$ cat src/rrpc_pkg.sv
// ----------------------------------------------------------------------------
// rrpc_pkg
// shared types and constants of the rounded-rectangle pixel coverage unit
// ----------------------------------------------------------------------------
package rrpc_pkg;

    localparam int MAX_DIM_DEF = 2048;

    localparam int DIM_W     = 12;
    localparam int OFF_W     = 11;
    localparam int RAD_W     = 11;
    localparam int COORD_W   = 13;
    localparam int ADDR_W    = 22;
    localparam int COLOR_W   = 32;
    localparam int SQ_W      = 2 * RAD_W;
    localparam int PADDR_W   = 5;
    localparam int PDATA_W   = 32;
    localparam int REG_IDX_W = 3;

    typedef enum logic [REG_IDX_W-1:0] {
        REG_RECT_X       = 3'd0,
        REG_RECT_Y       = 3'd1,
        REG_RECT_W       = 3'd2,
        REG_RECT_H       = 3'd3,
        REG_RADIUS       = 3'd4,
        REG_OUTLINE_MODE = 3'd5,
        REG_CANVAS_W     = 3'd6,
        REG_CANVAS_H     = 3'd7
    } reg_idx_t;

    typedef struct packed {
        logic signed [DIM_W-1:0] rect_x;
        logic signed [DIM_W-1:0] rect_y;
        logic [DIM_W-1:0]        rect_w;
        logic [DIM_W-1:0]        rect_h;
        logic [RAD_W-1:0]        radius;
        logic                    outline_mode;
        logic [DIM_W-1:0]        canvas_w;
        logic [DIM_W-1:0]        canvas_h;
    } cfg_t;

    typedef struct packed {
        logic                      pre_pass;
        logic                      corner;
        logic [RAD_W-1:0]          ax;
        logic [RAD_W-1:0]          ay;
        logic [RAD_W-1:0]          r;
        logic signed [COORD_W-1:0] xx;
        logic signed [COORD_W-1:0] yy;
        logic [DIM_W-1:0]          cw;
        logic [COLOR_W-1:0]        color;
    } geom_t;

    typedef struct packed {
        logic                      pre_pass;
        logic                      corner;
        logic [SQ_W-1:0]           dsq_x;
        logic [SQ_W-1:0]           dsq_y;
        logic [SQ_W-1:0]           rsq;
        logic [ADDR_W-1:0]         addr_prod;
        logic signed [COORD_W-1:0] xx;
        logic signed [COORD_W-1:0] yy;
        logic [COLOR_W-1:0]        color;
    } prod_t;

endpackage

$ cat src/rrpc_geom.sv
// ----------------------------------------------------------------------------
// rrpc_geom
// clamps the radius, clips against rectangle and canvas, finds the corner
// quadrant and the distances to its circle centre, applies the outline ring test, registers the outcome
// ----------------------------------------------------------------------------
module rrpc_geom #(
    parameter int MAX_DIM = rrpc_pkg::MAX_DIM_DEF
) (
    input  logic                          clk,
    input  logic                          en,
    input  rrpc_pkg::cfg_t                cfg,
    input  logic [rrpc_pkg::OFF_W-1:0]    off_x,
    input  logic [rrpc_pkg::OFF_W-1:0]    off_y,
    input  logic [rrpc_pkg::COLOR_W-1:0]  color,
    output rrpc_pkg::geom_t               geom
);

    localparam int DW = rrpc_pkg::DIM_W;
    localparam int RW = rrpc_pkg::RAD_W;
    localparam int SAT_INT = (MAX_DIM > (2 ** DW) - 1) ? (2 ** DW) - 1 : MAX_DIM;
    localparam logic [DW-1:0] SAT_LIM = DW'(SAT_INT);

    rrpc_pkg::geom_t geom_reg;
    rrpc_pkg::geom_t geom_next;

    logic [DW-1:0]   w;
    logic [DW-1:0]   h;
    logic [DW-1:0]   cw;
    logic [DW-1:0]   ch;
    logic [RW-1:0]   r;
    logic [DW-1:0]   dx_e;
    logic [DW-1:0]   dy_e;
    logic [DW-1:0]   r_e;
    logic [DW-1:0]   w_r;
    logic [DW-1:0]   h_r;
    logic [DW-1:0]   ax_e;
    logic [DW-1:0]   ay_e;
    logic            left;
    logic            right;
    logic            top;
    logic            bottom;
    logic            in_rect;
    logic            on_canvas;
    logic            ring;
    logic signed [rrpc_pkg::COORD_W-1:0] xx;
    logic signed [rrpc_pkg::COORD_W-1:0] yy;

    function automatic logic [DW-1:0] sat_dim(input logic [DW-1:0] v);
        if (v > SAT_LIM)
        begin
            return SAT_LIM;
        end
        return v;
    endfunction

    always_comb
    begin
        w  = sat_dim(cfg.rect_w);
        h  = sat_dim(cfg.rect_h);
        cw = sat_dim(cfg.canvas_w);
        ch = sat_dim(cfg.canvas_h);

        // radius limited to half width, then half height
        r = cfg.radius;
        if (r > w[DW-1:1])
        begin
            r = w[DW-1:1];
        end
        if (r > h[DW-1:1])
        begin
            r = h[DW-1:1];
        end

        dx_e = {1'b0, off_x};
        dy_e = {1'b0, off_y};
        r_e  = {1'b0, r};
        w_r  = w - r_e;
        h_r  = h - r_e;

        xx = $signed({cfg.rect_x[DW-1], cfg.rect_x}) + $signed({2'b00, off_x});
        yy = $signed({cfg.rect_y[DW-1], cfg.rect_y}) + $signed({2'b00, off_y});

        in_rect   = (dx_e < w) && (dy_e < h);
        on_canvas = !xx[rrpc_pkg::COORD_W-1] && (xx[DW-1:0] < cw) &&
                    !yy[rrpc_pkg::COORD_W-1] && (yy[DW-1:0] < ch);

        left   = off_x < r;
        top    = off_y < r;
        right  = dx_e >= w_r;
        bottom = dy_e >= h_r;

        // distance from the circle centre one pixel inside the corner
        ax_e = left ? (r_e - DW'(1) - dx_e) : (dx_e - w_r);
        ay_e = top  ? (r_e - DW'(1) - dy_e) : (dy_e - h_r);

        ring = (dx_e == DW'(0)) || (dx_e == DW'(1)) ||
               (dx_e == w - DW'(1)) || (dx_e == w - DW'(2)) ||
               (dy_e == DW'(0)) || (dy_e == DW'(1)) ||
               (dy_e == h - DW'(1)) || (dy_e == h - DW'(2));

        geom_next.pre_pass = in_rect && on_canvas && (!cfg.outline_mode || ring);
        geom_next.corner   = (left || right) && (top || bottom);
        geom_next.ax       = ax_e[RW-1:0];
        geom_next.ay       = ay_e[RW-1:0];
        geom_next.r        = r;
        geom_next.xx       = xx;
        geom_next.yy       = yy;
        geom_next.cw       = cw;
        geom_next.color    = color;
    end

    always_ff @(posedge clk)
    begin
        if (en)
        begin
            geom_reg <= geom_next;
        end
    end

    assign geom = geom_reg;

endmodule

$ cat src/rrpc_prod.sv
// ----------------------------------------------------------------------------
// rrpc_prod
// squares of the corner distances and the radius, and the row offset of
// the pixel address, each product registered
// ----------------------------------------------------------------------------
module rrpc_prod (
    input  logic             clk,
    input  logic             en,
    input  rrpc_pkg::geom_t  geom,
    output rrpc_pkg::prod_t  prod
);

    localparam int RW = rrpc_pkg::RAD_W;
    localparam int SW = rrpc_pkg::SQ_W;
    localparam int AW = rrpc_pkg::ADDR_W;
    localparam int DW = rrpc_pkg::DIM_W;

    rrpc_pkg::prod_t prod_reg;
    rrpc_pkg::prod_t prod_next;

    always_comb
    begin
        prod_next.pre_pass  = geom.pre_pass;
        prod_next.corner    = geom.corner;
        prod_next.dsq_x     = {{(SW-RW){1'b0}}, geom.ax} * {{(SW-RW){1'b0}}, geom.ax};
        prod_next.dsq_y     = {{(SW-RW){1'b0}}, geom.ay} * {{(SW-RW){1'b0}}, geom.ay};
        prod_next.rsq       = {{(SW-RW){1'b0}}, geom.r} * {{(SW-RW){1'b0}}, geom.r};
        // low address bits only, wraps as the address does
        prod_next.addr_prod = {{(AW-DW){1'b0}}, geom.yy[DW-1:0]} *
                              {{(AW-DW){1'b0}}, geom.cw};
        prod_next.xx        = geom.xx;
        prod_next.yy        = geom.yy;
        prod_next.color     = geom.color;
    end

    always_ff @(posedge clk)
    begin
        if (en)
        begin
            prod_reg <= prod_next;
        end
    end

    assign prod = prod_reg;

endmodule

$ cat src/rrpc_resolve.sv
// ----------------------------------------------------------------------------
// rrpc_resolve
// circle test, write enable and final address into the result register
// ----------------------------------------------------------------------------
module rrpc_resolve (
    input  logic                                clk,
    input  logic                                en,
    input  rrpc_pkg::prod_t                     prod,
    output logic                                write_enable,
    output logic signed [rrpc_pkg::COORD_W-1:0] canvas_x,
    output logic signed [rrpc_pkg::COORD_W-1:0] canvas_y,
    output logic [rrpc_pkg::ADDR_W-1:0]         pixel_address,
    output logic [rrpc_pkg::COLOR_W-1:0]        color_out
);

    localparam int SW = rrpc_pkg::SQ_W;
    localparam int AW = rrpc_pkg::ADDR_W;
    localparam int DW = rrpc_pkg::DIM_W;

    logic [SW:0]   dsum;
    logic          in_circle;
    logic          we_next;
    logic [AW-1:0] addr_next;

    logic                                we_reg;
    logic signed [rrpc_pkg::COORD_W-1:0] cx_reg;
    logic signed [rrpc_pkg::COORD_W-1:0] cy_reg;
    logic [AW-1:0]                       addr_reg;
    logic [rrpc_pkg::COLOR_W-1:0]        color_reg;

    always_comb
    begin
        dsum      = {1'b0, prod.dsq_x} + {1'b0, prod.dsq_y};
        in_circle = dsum <= {1'b0, prod.rsq};
        we_next   = prod.pre_pass && (!prod.corner || in_circle);
        addr_next = we_next ? (prod.addr_prod + {{(AW-DW){1'b0}}, prod.xx[DW-1:0]})
                            : '0;
    end

    always_ff @(posedge clk)
    begin
        if (en)
        begin
            we_reg    <= we_next;
            cx_reg    <= prod.xx;
            cy_reg    <= prod.yy;
            addr_reg  <= addr_next;
            color_reg <= prod.color;
        end
    end

    assign write_enable  = we_reg;
    assign canvas_x      = cx_reg;
    assign canvas_y      = cy_reg;
    assign pixel_address = addr_reg;
    assign color_out     = color_reg;

endmodule

$ cat src/rounded_rect_pixel_coverage_unit.sv
// ----------------------------------------------------------------------------
// rounded_rect_pixel_coverage_unit
// per-pixel coverage of a rounded rectangle with clipping and address output
//
// usage
//   program the rectangle, radius, outline mode and canvas size over the
//   register port while no transaction is in flight, then offer one offset
//   per cycle on the item channel (item_valid, item_stall)
//   each item gives exactly one result on the result channel
//   (result_valid, result_stall) with write enable, canvas coordinates,
//   linear address and the colour
//   the chain is input register, geometry stage, product stage and result
//   register, so one item is taken every cycle unless the pipeline is
//   full behind a stalled result
//   a stalled result holds; stages behind it keep filling any empty slots
//   and item_stall rises only once every stage holds an item
//   reset clears the configuration registers and the valid flags; the data
//   registers are left as they are
// ----------------------------------------------------------------------------
module rounded_rect_pixel_coverage_unit #(
    parameter int MAX_DIM = rrpc_pkg::MAX_DIM_DEF
) (
    input  logic                                clk,
    input  logic                                rst_n,

    input  logic                                psel,
    input  logic                                penable,
    input  logic                                pwrite,
    input  logic [rrpc_pkg::PADDR_W-1:0]        paddr,
    input  logic [rrpc_pkg::PDATA_W-1:0]        pwdata,
    output logic [rrpc_pkg::PDATA_W-1:0]        prdata,
    output logic                                pready,

    input  logic                                item_valid,
    output logic                                item_stall,
    input  logic [rrpc_pkg::OFF_W-1:0]          off_x,
    input  logic [rrpc_pkg::OFF_W-1:0]          off_y,
    input  logic [rrpc_pkg::COLOR_W-1:0]        pixel_color,

    output logic                                result_valid,
    input  logic                                result_stall,
    output logic                                write_enable,
    output logic signed [rrpc_pkg::COORD_W-1:0] canvas_x,
    output logic signed [rrpc_pkg::COORD_W-1:0] canvas_y,
    output logic [rrpc_pkg::ADDR_W-1:0]         pixel_address,
    output logic [rrpc_pkg::COLOR_W-1:0]        color_out
);

    localparam int DW = rrpc_pkg::DIM_W;
    localparam int RW = rrpc_pkg::RAD_W;
    localparam int PW = rrpc_pkg::PDATA_W;

    rrpc_pkg::cfg_t     cfg_reg;
    rrpc_pkg::reg_idx_t reg_idx;
    logic               cfg_wr;

    logic [rrpc_pkg::OFF_W-1:0]   offx_reg;
    logic [rrpc_pkg::OFF_W-1:0]   offy_reg;
    logic [rrpc_pkg::COLOR_W-1:0] color_reg;

    logic in_vld_reg;
    logic geom_vld_reg;
    logic prod_vld_reg;
    logic res_vld_reg;

    logic adv_in;
    logic adv_geom;
    logic adv_prod;
    logic adv_res;

    rrpc_pkg::geom_t geom;
    rrpc_pkg::prod_t prod;

    // register port
    assign pready  = 1'b1;
    assign reg_idx = rrpc_pkg::reg_idx_t'(paddr[rrpc_pkg::PADDR_W-1:2]);
    assign cfg_wr  = psel && penable && pwrite;

    always_ff @(posedge clk or negedge rst_n)
    begin
        if (!rst_n)
        begin
            cfg_reg <= '0;
        end
        else if (cfg_wr)
        begin
            case (reg_idx)
                rrpc_pkg::REG_RECT_X:       cfg_reg.rect_x       <= pwdata[DW-1:0];
                rrpc_pkg::REG_RECT_Y:       cfg_reg.rect_y       <= pwdata[DW-1:0];
                rrpc_pkg::REG_RECT_W:       cfg_reg.rect_w       <= pwdata[DW-1:0];
                rrpc_pkg::REG_RECT_H:       cfg_reg.rect_h       <= pwdata[DW-1:0];
                rrpc_pkg::REG_RADIUS:       cfg_reg.radius       <= pwdata[RW-1:0];
                rrpc_pkg::REG_OUTLINE_MODE: cfg_reg.outline_mode <= pwdata[0];
                rrpc_pkg::REG_CANVAS_W:     cfg_reg.canvas_w     <= pwdata[DW-1:0];
                rrpc_pkg::REG_CANVAS_H:     cfg_reg.canvas_h     <= pwdata[DW-1:0];
                default:                    cfg_reg              <= cfg_reg;
            endcase
        end
    end

    always_comb
    begin
        case (reg_idx)
            rrpc_pkg::REG_RECT_X:       prdata = {{(PW-DW){1'b0}}, cfg_reg.rect_x};
            rrpc_pkg::REG_RECT_Y:       prdata = {{(PW-DW){1'b0}}, cfg_reg.rect_y};
            rrpc_pkg::REG_RECT_W:       prdata = {{(PW-DW){1'b0}}, cfg_reg.rect_w};
            rrpc_pkg::REG_RECT_H:       prdata = {{(PW-DW){1'b0}}, cfg_reg.rect_h};
            rrpc_pkg::REG_RADIUS:       prdata = {{(PW-RW){1'b0}}, cfg_reg.radius};
            rrpc_pkg::REG_OUTLINE_MODE: prdata = {{(PW-1){1'b0}}, cfg_reg.outline_mode};
            rrpc_pkg::REG_CANVAS_W:     prdata = {{(PW-DW){1'b0}}, cfg_reg.canvas_w};
            rrpc_pkg::REG_CANVAS_H:     prdata = {{(PW-DW){1'b0}}, cfg_reg.canvas_h};
            default:                    prdata = '0;
        endcase
    end

    // pipeline flow, empty stages fill even while the output is stalled
    assign adv_res    = !res_vld_reg || !result_stall;
    assign adv_prod   = !prod_vld_reg || adv_res;
    assign adv_geom   = !geom_vld_reg || adv_prod;
    assign adv_in     = !in_vld_reg || adv_geom;
    assign item_stall = !adv_in;

    always_ff @(posedge clk or negedge rst_n)
    begin
        if (!rst_n)
        begin
            in_vld_reg   <= 1'b0;
            geom_vld_reg <= 1'b0;
            prod_vld_reg <= 1'b0;
            res_vld_reg  <= 1'b0;
        end
        else
        begin
            if (adv_in)
            begin
                in_vld_reg <= item_valid;
            end
            if (adv_geom)
            begin
                geom_vld_reg <= in_vld_reg;
            end
            if (adv_prod)
            begin
                prod_vld_reg <= geom_vld_reg;
            end
            if (adv_res)
            begin
                res_vld_reg <= prod_vld_reg;
            end
        end
    end

    always_ff @(posedge clk)
    begin
        if (adv_in)
        begin
            offx_reg  <= off_x;
            offy_reg  <= off_y;
            color_reg <= pixel_color;
        end
    end

    rrpc_geom #(
        .MAX_DIM (MAX_DIM)
    ) u_geom (
        .clk   (clk),
        .en    (adv_geom),
        .cfg   (cfg_reg),
        .off_x (offx_reg),
        .off_y (offy_reg),
        .color (color_reg),
        .geom  (geom)
    );

    rrpc_prod u_prod (
        .clk  (clk),
        .en   (adv_prod),
        .geom (geom),
        .prod (prod)
    );

    rrpc_resolve u_resolve (
        .clk           (clk),
        .en            (adv_res),
        .prod          (prod),
        .write_enable  (write_enable),
        .canvas_x      (canvas_x),
        .canvas_y      (canvas_y),
        .pixel_address (pixel_address),
        .color_out     (color_out)
    );

    assign result_valid = res_vld_reg;

endmodule

$ cat config.mk
export PLATFORM = sky130hd
export DESIGN_NAME = rounded_rect_pixel_coverage_unit
export DESIGN_NICKNAME = d
export VERILOG_FILES = /design/src/rrpc_pkg.sv /design/src/rrpc_geom.sv /design/src/rrpc_prod.sv /design/src/rrpc_resolve.sv /design/src/rounded_rect_pixel_coverage_unit.sv
export SDC_FILE = /design/constraint.sdc
export NUM_CORES = 2
export LEC_CHECK = 0
export ABC_AREA = 1
export ABC_CLOCK_PERIOD_IN_PS = 11300
export CAP_MARGIN = 15
export CORE_ASPECT_RATIO = 1.75
export CORE_UTILIZATION = 30
export DETAILED_ROUTE_END_ITERATION = 8
export DONT_BUFFER_PORTS = 1
export PLACE_DENSITY = 0.48
export SLEW_MARGIN = 20
export SYNTH_ARGS = -nofsm -noshare
export SYNTH_HDL_FRONTEND = slang
export SYNTH_HIERARCHICAL = 1
export SYNTH_SLANG_ARGS = --single-unit
$ cat constraint.sdc
create_clock -name clk -period 11.3 [get_ports clk]
set_input_delay 0.565 -clock clk [delete_from_list [all_inputs] [get_ports clk]]
set_output_delay 0.565 -clock clk [all_outputs]
set_load 0.02 [all_outputs]
==> results.yml <==
sta:
  hold_viol_final: 0
  worst_clock_skew_ns: 0.02465
  finalSetupViolCount: 0
  maxSlewViolCount: 0
  setup_tns_ns: 0
  clock.fmax_ghz: 0.1308
  period_share_pct: 67.65
  rsz0062_at_grt: "false"
  layout_setup_ws_ns: 3.656
  fin_hold_ws_ns: 0.05959
  tightestPinTransition_ns: 1.051
  max_slew_margin_pct: 29.04
  min_period_ns: 7.644
min_path:
  hold_path.class: "in -> reg"
detailed_routing:
  drt-total-wl_mm: 124.2
  drtIter0Drc: 1553
  ant_nets: 0
  drt-pass1-iter-count: 5
  vias_per_cell: 4.670
  avgRoutedWirePerCell_um: 18.13
  via_count: 32002
  post-route-drc-count: 0
clock_tree:
  cts_made_buffers: 53
  clock-sinks: 473
  cts_root_buf: "clkbuf_16"
  clk_pin_slew_ns: 0.06
  htreeDepth: 2
  cts_tree: "built"
  clockBufferDepth: 3
  insertion_delay_ns: 0.65
placement:
  pre_cts_ws_ns: 3.630
  gp_congestion: 0.9121
  io_buffers: 0
  dp_hpwl_mm: 100.9
cells_and_area:
  drive_gt1_share_pct: 4.831
  largest_reg_flops: 145
  utilization_pct: 33.25
  multi_input_area_um2: 24350
  area_growth_pct: 9.939
  final_common_cell: "nand2_1"
  fill_cells: 14692
  mostFrequentLayoutCells: "nand2_1, inv_1, ha_1, edfxtp_1, nor2_1"
  fin_nets: 5810
  seq_area_um2: 13760
floorplanning:
  fp.dieW_um: 286.5
  die_y_um: 499.8
  start_util_pct: 30.24
  row_count: 182
  core_region_area_um2: 140500
  dieArea_um2: 143200
  ioPinCount: 214
critical_path:
  cp_max_fo: 12
  slowest_stage: "o21ai_2"
  cp.required_ns: 11.82
  cpPeakStageDelay_ns: 0.65
  worst_setup_path_start_kind: "flip-flop"
  end_kind: "flip-flop"
  worstSetupPathType: "reg -> reg"
  cp.arrival_ns: 8.16
  crit_top_cell: "nand2_1"
  critical-path-top-delay-family: "simple AND/OR/NAND/NOR gates"
  crit_buf_inv: 7
yosys:
  synth.area.top_cells: "edfxtp_1, fa_1, ha_1"
  synth-compound-area-share_pct: 6.552
  syn_avg_cell_area_um2: 8.585
  synth_xor_area_share_pct: 3.937
  yosysTopAreaCellShare_pct: 27.21
  synthFlopType: "edfxtp_1"
  synth_top_family_by_area: "adder cells"
  ys_ff_latch: 473
  synth_cell_types: 62
  synth.area.mux_share_pct: 0.02356
  async_reset_ff_share_pct: 18.60
  synthSimpleGateAreaFrac_pct: 19.25
  synthAdderAreaFrac_pct: 27.27
  yosys_warnings: 6
  synth_edf_count: 385
  yosysSeqAreaShare_pct: 32.39
  netlist.top_cell.by_area: "edfxtp_1"
  syn_area_um2: 42490
  syn-instance-count: 4949
run:
  cap_violations: 0
global_routing:
  grt_max_degree: 89
  grt_pass1_vias: 33250
  grt_pass1_wl_mm: 188.9
  overflow: 0
  grt_usage_pct: 17.38
  grt_antenna_before_repair: 12
status:
  status: "complete, no violations"
[Yosys cell counts, types with 21 or more instances]
library cell and n:
nor3_1 24, o21ai_1 64, fa_1 300, o21ai_2 21, buf_2 23, nand4_1 84, nand3_1 200, nand3_2 22
nor2_1 301, inv_1 992, edfxtp_1 385, dfrtp_1 88, xor2_1 136, nand2_2 30, o21bai_1 25, xnor2_1 55
nand2_1 1181, a21oi_1 220, buf_4 28, clkbuf_1 66, o21ai_0 79, ha_1 446
[metal layers]
layer	part of all wire (%)	wire length (µm)	vias up	GRT usage, %
li1	-	-	15750	-
met4	5.5	6847	6	8.933
met1	36	45260	15319	17.82
met5	0.030	37	-	0
met2	54	67310	685	33.69
met3	3.8	4772	242	2.286
[layout make-up]
type / instances / area share, %
inverters: 1011 / 8.130
repair buffers: 68 / 1.436
diodes: 4 / 0.02143
clock buffers: 59 / 3.021
clock inverters: 39 / 0.8679
well taps: 1840 / 4.929
multi-input cells: 3359 / 52.13
flip-flops and latches: 473 / 29.46
[what timing repair did]
item	4_1_cts	5_1_grt
setup endpoints to repair	0	0
buffers inserted	0	0
gates resized for setup	0	0
hold buffers	57	0
endpoints found under the hold margin	143	0
[per-stage QoR]
stage / std cells / instance area [µm²]
floorplan: 4970 / 42570
global placement: 6694 / 44300
detailed placement: 6694 / 44300
CTS: 6849 / 46700
global route: 6850 / 46700
finish: 6853 / 46710
[path summary, 6_finish.rpt]
kind,slack (ns),endpoint,cells past startpoint,from
min in group asynchronous,0.50,cfg_reg[28],2,rst_n
worst min register to register,0.41,u_geom/geom[24],0,color_reg[24]
worst max-delay path,3.66,u_geom/geom[103],43,cfg_reg[59]
worst min-delay path,0.06,cfg_reg[12],2,pwdata[0]
worst max register to register,3.66,u_geom/geom[103],43,cfg_reg[59]
max in group asynchronous,10.39,cfg_reg[67],2,rst_n
[cell families (layout without fill, tap and decap cells)]
group / after synthesis / count (layout)
AOI/OAI and AO/OA: 483 / 483
xor gates and xnor gates: 191 / 191
adders and majority gates: 746 / 746
buffers and inverters: 1138 / 1177
DFF: 473 / 473
muxes: 1 / 1
other: 3 / 28
and+or+nand+nor: 1914 / 1914
Power is left out: the tool's default activity adds up to more than one toggle a clock period on the data nets, which glitch-free logic cannot reach.
